**src/design/usi_pkg.sv**
```systemverilog
// Shared types, register codes and constants of the ultrasonic safety interlock.
// Used by usi_echo_filter, usi_interlock and the top level; depends on nothing.
package usi_pkg;

	localparam int ECHO_BITS_DEF = 16;
	localparam int DIST_W        = 14;
	localparam logic [DIST_W-1:0] DIST_MAX = 14'd16383;

	localparam logic KIND_ECHO = 1'b0;
	localparam logic KIND_CMD  = 1'b1;

	typedef enum logic [2:0] {
		REG_STOP_DIST     = 3'd0,
		REG_RELEASE_DIST  = 3'd1,
		REG_STOP_COUNT    = 3'd2,
		REG_RELEASE_COUNT = 3'd3,
		REG_TIMEOUT       = 3'd4,
		REG_ECHO_MIN      = 3'd5,
		REG_ECHO_MAX      = 3'd6,
		REG_EMA_ALPHA     = 3'd7
	} cfg_reg_t;

	typedef struct packed {
		logic [15:0] stop_distance_cm;
		logic [15:0] release_distance_cm;
		logic [7:0]  stop_count_needed;
		logic [7:0]  release_count_needed;
		logic [31:0] echo_age_limit_ms;
		logic [15:0] echo_min_us;
		logic [15:0] echo_max_us;
		logic [15:0] ema_alpha;
	} cfg_t;

	localparam cfg_t CFG_RESET = '{
		stop_distance_cm:     16'd30,
		release_distance_cm:  16'd40,
		stop_count_needed:    8'd3,
		release_count_needed: 8'd3,
		echo_age_limit_ms:    32'd200,
		echo_min_us:          16'd120,
		echo_max_us:          16'd25000,
		ema_alpha:            16'd0
	};

	// Item after range gate and distance conversion.
	typedef struct packed {
		logic               kind;
		logic [31:0]        now_ms;
		logic               acc;
		logic [DIST_W-1:0]  tenths;
		logic signed [15:0] left_cmd;
		logic signed [15:0] right_cmd;
	} conv_t;

	// Result item.
	typedef struct packed {
		logic               echo_accepted;
		logic signed [15:0] left_drive;
		logic signed [15:0] right_drive;
		logic               stopped;
		logic [DIST_W-1:0]  distance_tenths;
	} res_t;

	// us*10/58 saturates to DIST_MAX from this echo width on.
	localparam logic [16:0] MED_SAT     = 17'd95028;
	// 5 * ceil(2^24 / 29): us*10/58 = (us*5)/29, exact below MED_SAT.
	localparam logic [21:0] DIV58_MUL   = 22'd2892625;
	localparam int          DIV58_SHIFT = 24;
	// ceil(2^17 / 10): exact division by ten for any 14-bit value.
	localparam logic [13:0] DIV10_MUL   = 14'd13108;
	localparam int          DIV10_SHIFT = 17;

endpackage

```
**src/design/ultrasonic_safety_interlock.sv**
```systemverilog
// Ultrasonic safety interlock: echo items update a median-filtered, optionally smoothed
// distance; command items pass motor drives, zeroed while in emergency stop. Items go from
// the input register through the echo stage and the safety stage to the result; one item is
// accepted every cycle while results are taken, as each stage updates its per-item state
// (history ring in the echo stage, EMA and hysteresis in the safety stage) as the item
// leaves it. Configuration is written through cfg_valid/cfg_index/cfg_data while idle; the user
// must keep to this, as the block does not enforce it. Depends on usi_pkg, usi_echo_filter and usi_interlock.
module ultrasonic_safety_interlock #(
	parameter int ECHO_BITS = usi_pkg::ECHO_BITS_DEF
) (
	input  logic                                     clk,
	input  logic                                     arst_n,
	input  logic                                     s_tvalid,
	output logic                                     s_tready,
	// now_ms[31:0], echo_us[ECHO_BITS], left_cmd[16], right_cmd[16], zero fill
	input  logic [((64+ECHO_BITS+7)/8)*8-1:0]        s_tdata,
	// kind
	input  logic                                     s_tuser,
	output logic                                     m_tvalid,
	input  logic                                     m_tready,
	// left_drive[15:0], right_drive[31:16], stopped[32], distance_tenths[46:33], zero[47]
	output logic [47:0]                              m_tdata,
	// echo_accepted
	output logic                                     m_tuser,
	input  logic                                     cfg_valid,
	output logic                                     cfg_ready,
	input  logic [2:0]                               cfg_index,
	input  logic [31:0]                              cfg_data
);
	import usi_pkg::*;

	cfg_t cfg_q;

	logic                 v1_q, v2_q, v3_q;
	logic                 en1, en2, en3;
	logic                 kind_s1;
	logic [31:0]          now_s1;
	logic [ECHO_BITS-1:0] echo_s1;
	logic signed [15:0]   left_s1, right_s1;
	conv_t                conv_s2;
	res_t                 res_s3;

	assign en3      = !v3_q || m_tready;
	assign en2      = !v2_q || en3;
	assign en1      = !v1_q || en2;
	assign s_tready = en1;
	assign cfg_ready = 1'b1;

	always_ff @(posedge clk or negedge arst_n) begin
		if (!arst_n) begin
			cfg_q <= CFG_RESET;
		end else if (cfg_valid) begin
			unique case (cfg_reg_t'(cfg_index))
				REG_STOP_DIST:     cfg_q.stop_distance_cm     <= cfg_data[15:0];
				REG_RELEASE_DIST:  cfg_q.release_distance_cm  <= cfg_data[15:0];
				REG_STOP_COUNT:    cfg_q.stop_count_needed    <= cfg_data[7:0];
				REG_RELEASE_COUNT: cfg_q.release_count_needed <= cfg_data[7:0];
				REG_TIMEOUT:       cfg_q.echo_age_limit_ms    <= cfg_data;
				REG_ECHO_MIN:      cfg_q.echo_min_us          <= cfg_data[15:0];
				REG_ECHO_MAX:      cfg_q.echo_max_us          <= cfg_data[15:0];
				REG_EMA_ALPHA:     cfg_q.ema_alpha            <= cfg_data[15:0];
				default:           cfg_q                      <= cfg_q;
			endcase
		end
	end

	always_ff @(posedge clk or negedge arst_n) begin
		if (!arst_n) begin
			v1_q <= 1'b0;
			v2_q <= 1'b0;
			v3_q <= 1'b0;
		end else begin
			if (en1) v1_q <= s_tvalid;
			if (en2) v2_q <= v1_q;
			if (en3) v3_q <= v2_q;
		end
	end

	always_ff @(posedge clk) begin
		if (en1) begin
			kind_s1  <= s_tuser;
			now_s1   <= s_tdata[31:0];
			echo_s1  <= s_tdata[32 +: ECHO_BITS];
			left_s1  <= s_tdata[32+ECHO_BITS +: 16];
			right_s1 <= s_tdata[48+ECHO_BITS +: 16];
		end
	end

	usi_echo_filter #(
		.ECHO_BITS(ECHO_BITS)
	) u_echo (
		.clk      (clk),
		.arst_n   (arst_n),
		.cfg      (cfg_q),
		.adv      (en2),
		.take     (v1_q && en2),
		.in_kind  (kind_s1),
		.in_now   (now_s1),
		.in_echo  (echo_s1),
		.in_left  (left_s1),
		.in_right (right_s1),
		.conv_s2  (conv_s2)
	);

	usi_interlock u_lock (
		.clk    (clk),
		.arst_n (arst_n),
		.cfg    (cfg_q),
		.adv    (en3),
		.take   (v2_q && en3),
		.conv   (conv_s2),
		.res_s3 (res_s3)
	);

	assign m_tvalid = v3_q;
	assign m_tuser  = res_s3.echo_accepted;
	assign m_tdata  = {1'b0, res_s3.distance_tenths, res_s3.stopped,
		res_s3.right_drive, res_s3.left_drive};

	a_stop_zeroes_drives: assert property (@(posedge clk) disable iff (!arst_n)
		m_tvalid && m_tdata[32] |-> m_tdata[31:0] == 32'd0)
		else $error("drive passed while stopped");

	a_echo_no_drive: assert property (@(posedge clk) disable iff (!arst_n)
		m_tvalid && m_tuser |-> m_tdata[31:0] == 32'd0)
		else $error("accepted echo carries a drive");

	a_stall_only_full: assert property (@(posedge clk) disable iff (!arst_n)
		!s_tready |-> v1_q && v2_q && v3_q && !m_tready)
		else $error("input stalled with room in the pipeline");

endmodule

```
**src/design/usi_echo_filter.sv**
```systemverilog
// Echo stage: range gate, three-entry history ring, median and conversion to tenths of cm.
// Depends on usi_pkg.
module usi_echo_filter #(
	parameter int ECHO_BITS = usi_pkg::ECHO_BITS_DEF
) (
	input  logic                  clk,
	input  logic                  arst_n,
	input  usi_pkg::cfg_t         cfg,
	input  logic                  adv,
	input  logic                  take,
	input  logic                  in_kind,
	input  logic [31:0]           in_now,
	input  logic [ECHO_BITS-1:0]  in_echo,
	input  logic signed [15:0]    in_left,
	input  logic signed [15:0]    in_right,
	output usi_pkg::conv_t        conv_s2
);
	import usi_pkg::*;

	logic [ECHO_BITS-1:0] hist_q [3];
	logic [1:0]           slot_q;
	logic [1:0]           fill_q;

	logic [ECHO_BITS-1:0] hist_n [3];
	logic [ECHO_BITS-1:0] lo_ab, hi_ab, mid_hc, med;
	logic [32:0]          us_ext, med_ext;
	logic                 gate_ok, sat;
	logic [38:0]          prod;
	logic [DIST_W-1:0]    tenths;

	always_comb begin
		us_ext  = {{(33-ECHO_BITS){1'b0}}, in_echo};
		gate_ok = (in_kind == KIND_ECHO) &&
			!(us_ext < {17'd0, cfg.echo_min_us} || us_ext > {17'd0, cfg.echo_max_us});
		for (int i = 0; i < 3; i++) begin
			hist_n[i] = (slot_q == 2'(i)) ? in_echo : hist_q[i];
		end
		lo_ab  = (hist_n[0] < hist_n[1]) ? hist_n[0] : hist_n[1];
		hi_ab  = (hist_n[0] < hist_n[1]) ? hist_n[1] : hist_n[0];
		mid_hc = (hi_ab < hist_n[2]) ? hi_ab : hist_n[2];
		// The raw echo is used until the ring has been filled once.
		med     = (fill_q < 2'd3) ? in_echo : ((lo_ab > mid_hc) ? lo_ab : mid_hc);
		med_ext = {{(33-ECHO_BITS){1'b0}}, med};
		sat     = med_ext >= {16'd0, MED_SAT};
		prod    = 39'(med_ext[16:0]) * 39'(DIV58_MUL);
		tenths  = sat ? DIST_MAX : prod[DIV58_SHIFT +: DIST_W];
	end

	always_ff @(posedge clk or negedge arst_n) begin
		if (!arst_n) begin
			slot_q <= 2'd0;
			fill_q <= 2'd0;
		end else if (take && gate_ok) begin
			slot_q <= (slot_q == 2'd2) ? 2'd0 : slot_q + 2'd1;
			if (fill_q < 2'd3) begin
				fill_q <= fill_q + 2'd1;
			end
		end
	end

	always_ff @(posedge clk) begin
		if (take && gate_ok) begin
			for (int i = 0; i < 3; i++) begin
				hist_q[i] <= hist_n[i];
			end
		end
		if (adv) begin
			conv_s2.kind      <= in_kind;
			conv_s2.now_ms    <= in_now;
			conv_s2.acc       <= gate_ok;
			conv_s2.tenths    <= tenths;
			conv_s2.left_cmd  <= in_left;
			conv_s2.right_cmd <= in_right;
		end
	end

endmodule

```
**src/design/usi_interlock.sv**
```systemverilog
// Safety stage: optional EMA smoothing, echo age check, stop/release hysteresis, drive gating.
// Depends on usi_pkg; holds the result register.
module usi_interlock (
	input  logic           clk,
	input  logic           arst_n,
	input  usi_pkg::cfg_t  cfg,
	input  logic           adv,
	input  logic           take,
	input  usi_pkg::conv_t conv,
	output usi_pkg::res_t  res_s3
);
	import usi_pkg::*;

	logic              stop_q, measured_q;
	logic [7:0]        near_q, far_q;
	logic [DIST_W-1:0] dist_q, smooth_q;
	logic [31:0]       last_ms_q;

	logic              stop_n, measured_n;
	logic [7:0]        near_n, far_n, cnt_inc;
	logic [DIST_W-1:0] dist_n, smooth_n, ema_out;
	logic [31:0]       last_ms_n, elapsed;
	logic signed [14:0] diff;
	logic signed [31:0] ema_prod;
	logic signed [17:0] ema_sum;
	logic [27:0]       cm_prod;
	logic [10:0]       cm;
	logic              apply;
	res_t              res_n;

	always_comb begin
		diff     = 15'(signed'({1'b0, conv.tenths}) - signed'({1'b0, smooth_q}));
		ema_prod = 32'(diff) * signed'({16'd0, cfg.ema_alpha});
		// Arithmetic shift floors the step toward minus infinity.
		ema_sum  = signed'({4'd0, smooth_q}) + 18'(ema_prod >>> 15);
		if (ema_sum < 0) begin
			ema_out = '0;
		end else if (ema_sum > signed'({4'd0, DIST_MAX})) begin
			ema_out = DIST_MAX;
		end else begin
			ema_out = ema_sum[DIST_W-1:0];
		end

		cm_prod = 28'(dist_q) * 28'(DIV10_MUL);
		cm      = cm_prod[DIV10_SHIFT +: 11];
		elapsed = conv.now_ms - last_ms_q;
		apply   = take;

		stop_n     = stop_q;
		near_n     = near_q;
		far_n      = far_q;
		dist_n     = dist_q;
		smooth_n   = smooth_q;
		last_ms_n  = last_ms_q;
		measured_n = measured_q;
		cnt_inc    = '0;

		res_n.echo_accepted = 1'b0;
		res_n.left_drive    = '0;
		res_n.right_drive   = '0;

		if (conv.kind == KIND_ECHO) begin
			if (conv.acc) begin
				if (cfg.ema_alpha != 16'd0) begin
					smooth_n = measured_q ? ema_out : conv.tenths;
					dist_n   = smooth_n;
				end else begin
					dist_n = conv.tenths;
				end
				last_ms_n           = conv.now_ms;
				measured_n          = 1'b1;
				res_n.echo_accepted = 1'b1;
			end
		end else begin
			if (!measured_q || elapsed > cfg.echo_age_limit_ms) begin
				stop_n = 1'b1;
				near_n = '0;
				far_n  = '0;
			end
			// The hysteresis still runs after a timeout stop, so a release can follow at once.
			if (measured_q) begin
				if (!stop_n) begin
					if ({5'd0, cm} <= cfg.stop_distance_cm) begin
						cnt_inc = (near_n == 8'hFF) ? near_n : near_n + 8'd1;
						if (cnt_inc >= cfg.stop_count_needed) begin
							stop_n = 1'b1;
							near_n = '0;
							far_n  = '0;
						end else begin
							near_n = cnt_inc;
						end
					end else begin
						near_n = '0;
					end
				end else begin
					if ({5'd0, cm} >= cfg.release_distance_cm) begin
						cnt_inc = (far_n == 8'hFF) ? far_n : far_n + 8'd1;
						if (cnt_inc >= cfg.release_count_needed) begin
							stop_n = 1'b0;
							near_n = '0;
							far_n  = '0;
						end else begin
							far_n = cnt_inc;
						end
					end else begin
						far_n = '0;
					end
				end
			end
			if (!stop_n) begin
				res_n.left_drive  = conv.left_cmd;
				res_n.right_drive = conv.right_cmd;
			end
		end
		res_n.stopped         = stop_n;
		res_n.distance_tenths = dist_n;
	end

	always_ff @(posedge clk or negedge arst_n) begin
		if (!arst_n) begin
			stop_q     <= 1'b0;
			near_q     <= '0;
			far_q      <= '0;
			dist_q     <= '0;
			smooth_q   <= '0;
			last_ms_q  <= '0;
			measured_q <= 1'b0;
		end else if (apply) begin
			stop_q     <= stop_n;
			near_q     <= near_n;
			far_q      <= far_n;
			dist_q     <= dist_n;
			smooth_q   <= smooth_n;
			last_ms_q  <= last_ms_n;
			measured_q <= measured_n;
		end
	end

	always_ff @(posedge clk) begin
		if (adv) begin
			res_s3 <= res_n;
		end
	end

endmodule

```
**config.mk**
```make
export PLATFORM = sky130hd
export DESIGN_NAME = ultrasonic_safety_interlock
export DESIGN_NICKNAME = d
export VERILOG_FILES = /design/src/design/usi_pkg.sv /design/src/design/ultrasonic_safety_interlock.sv /design/src/design/usi_echo_filter.sv /design/src/design/usi_interlock.sv
export SDC_FILE = /design/constraint.sdc
export NUM_CORES = 2
export LEC_CHECK = 0
export BUFFER_PORTS_ARGS = -buffer_cell sky130_fd_sc_hd__buf_2
export CAP_MARGIN = 10
export CORE_MARGIN = 1
export CORE_UTILIZATION = 37
export DETAILED_ROUTE_END_ITERATION = 6
export PLACE_DENSITY_LB_ADDON = 0.2
export SYNTH_ARGS = -nofsm -noshare
export SYNTH_HDL_FRONTEND = slang
export SYNTH_SLANG_ARGS = --single-unit
```
**constraint.sdc**
```tcl
create_clock -name clk -period 12 [get_ports clk]
set_input_delay 1.8 -clock clk [delete_from_list [all_inputs] [get_ports clk]]
set_output_delay 1.8 -clock clk [all_outputs]
set_load 0.01 [all_outputs]
```
==> impl_metrics.ini <==
[sta]
fin_worst_skew_ns = 0.0511
tightest_slew_ns = 1.04
fin_crit_ns = 11.39
fin_ws_ns = 0.610
fin_crit_sh_pct = 94.9
fin_setup_tns_ns = 0
slew_headroom_pct = 30.5
slew_violations = 0
hold_slack_ns = 0.416
setup_violations = 0
final-hold-violation-count = 0
clock.fmax_mhz = 87.8

[logic_synthesis]
synth-simple-area-share_pct = 10.8
synth_xor_area_share_pct = 1.92
synthCells = 3889
synthesis.nets = 4889
ys_top_cells_by_area = edfxtp_1, ha_1, fa_1
avgSynthCellArea_um2 = 10.3
synth_area_um2 = 40200
synth_compound_area_share_pct = 10.1
synth_ff_type = edfxtp_1
synth_mux_area_share_pct = 4.36
synth_top_family_by_area = adder cells
yosys.area.top_type_share_pct = 19.2
synth_fa_ha_area_share_pct = 33.1
synth_cell_types = 77
yosysTopAreaCell = edfxtp_1
synth_seq_cells = 470
synthArstFlopShare_pct = 45.3
synth_edf_count = 257
yosys_warnings = 0
ys_seq_area_share_pct = 32.5

[setup_path]
critPathMostFrequentCell = ha_1
cp_num_buf_inv = 9
max_stage_delay_ns = 0.56
critical_path.endpoint_type = flop
cp_max_fo = 30
cp-start-kind = flop
cpMaxStageDelayCell = nor3_1
worstPathRequired_ns = 12.37
arrival_ns = 11.76
crit_family = adder cells
critPathKind = reg -> reg

[cts]
clock_tree.root_cell = clkbuf_16
cts-htree-levels = 2
clkLatencyLatePin_ns = 0.67
postCtsHoldBufs = 0
numCtsBuffers = 55
cts.clk_slew.worst_paths_ns = 0.06
cts.path.max_buffers = 3
numClockSinks = 470
cts_tree = built

[global_routing]
met3_usage_pct = 2.04
grt-ovfl-total = 0
grt_max_degree = 95
grt.busiest_layer = met2
grt_pass1_wl_um = 162000
use_met2_pct = 30.9
first_global_vias = 28581
grt_usage_pct = 18.7
grt_use_met1_pct = 26.3
antenna_found_initial = 3

[floorplan]
die_height_um = 332
die_area_um2 = 110000
die_x_um = 332
placementRows = 120
ios = 173
start_util_pct = 37.4
core_area_um2 = 107000

[detailed_routing]
wirelength_um = 102000
routed_via_density = 4.97
route.detailed.drc = 0
vias = 27880
drt-wirelength-per-cell_um = 18.1
drtIter0Drc = 1387
firstDrtPassIters = 5
postRouteAntennaNets = 0

[placed_design]
hpwl_um = 78700
place_congestion = 0.875
pre_cts_ws_ns = 0.0735
io_buffers = 170
dp_cells = 5502

[status]
outcome = finished, final reports clean

[layout]
final_layout_size_suffix_gt1_share_pct = 14.4
final_nets = 5161
finalNonFillerCells = 5612
area_delta_synth_final_pct = 13.9

[run]
max_cap_violations = 0

[min_path]
min_path_type = reg -> reg
[sequential cells by signal, indices dropped and copies added (netlist names), 32 cells and up]
signal / flops
u_echo.conv_s2: 80
now_s1: 32
u_lock.last_ms_q: 32
u_echo.hist_q: 48
cfg_q: 128
u_lock.res_s3: 48
[cell usage after synthesis (all sizes together) (22+ instances only)]
cell type    n
a21o        86
a21oi      163
and2       133
clkbuf      90
dfrtp      190
dfstp       23
edfxtp     257
fa         306
ha         573
inv        655
mux2       112
mux2i       49
nand2      322
nand2b      44
nand3       36
nand4       32
nor2       189
nor2b       41
nor3        32
o211ai      28
o21a        38
o21ai      160
xnor2       66
xor2        22
[layout by cell type (no fill, tap or decap), drive strengths merged, types with 9 or more instances in the layout]
cell    instances
nor2b          41
or2            14
nor3           32
ha            573
a211oi         11
mux2          112
xnor2          66
o21bai          9
o31ai          12
edfxtp        257
nand2         322
a21oi         163
xor2           22
dfstp          23
nand2b         44
nor2          190
a21boi         12
fa            306
bufinv          9
nand4          32
and3           19
a211o          10
clkbuf         70
o211ai         28
nand3          36
nor4           11
inv           654
a31oi          13
a22o           10
a21o           86
and2          133
o221ai         15
buf           314
dfrtp         190
o21a           38
mux2i          49
o21ai         160
clkinv         25
[layout make-up]
cell class              count  area [um^2]
fillers                 10361        61600
inverters                 655         2460
clock buffers              70         1430
multi-input cells        2665        24500
clock inverters            34          452
diodes                      1         2.50
well taps                1403         1760
repair buffers            314         2040
flip-flops and latches    470        13100
[timing repair]
item                       4_1_cts  5_1_grt
gates resized for setup          0       59
setup buffers                    0        4
setup endpoints to repair        0       56
[routing by layer]
metal	share of wire [%]	wire length, um
met5	0.031	32
met4	1.8	1830
met3	3.8	3890
met2	47	47600
met1	48	48300
[cell families (layout without fill, tap and decap cells)]
group	Yosys count	in the layout
AO/OA/AOI/OAI	628	628
XOR/XNOR	88	88
adder cells (fa/ha/maj)	879	879
buffers and inverters	755	1073
flip-flops	470	470
multiplexers	161	161
other	2	3
AND/OR/NAND/NOR	906	907
[per-stage QoR]
stage               instance area [um^2]  utilization [%]
global placement                   43600             40.6
finish                             45800             42.6
floorplan                          40200                -
global route                       45800             42.6
detailed placement                 43600             40.6
CTS                                45500             42.4
[final timing paths]
path / from / to / slack, ns / depth (start not counted)
setup / recovery: u_echo.slot_q[1] / u_echo.conv_s2[43] / 0.61 / 50
hold / removal: right_s1[7] / u_echo.conv_s2[7] / 0.42 / 0
setup reg to reg: u_echo.slot_q[1] / u_echo.conv_s2[43] / 0.61 / 50
hold reg to reg: right_s1[7] / u_echo.conv_s2[7] / 0.42 / 0
max in group asynchronous: arst_n / u_lock.far_q[3] / 9.39 / 2
min in group asynchronous: arst_n / u_lock.smooth_q[13] / 1.23 / 1
Power is left out: the tool's default activity adds up to more than one toggle a clock period on the data nets, which glitch-free logic cannot reach.
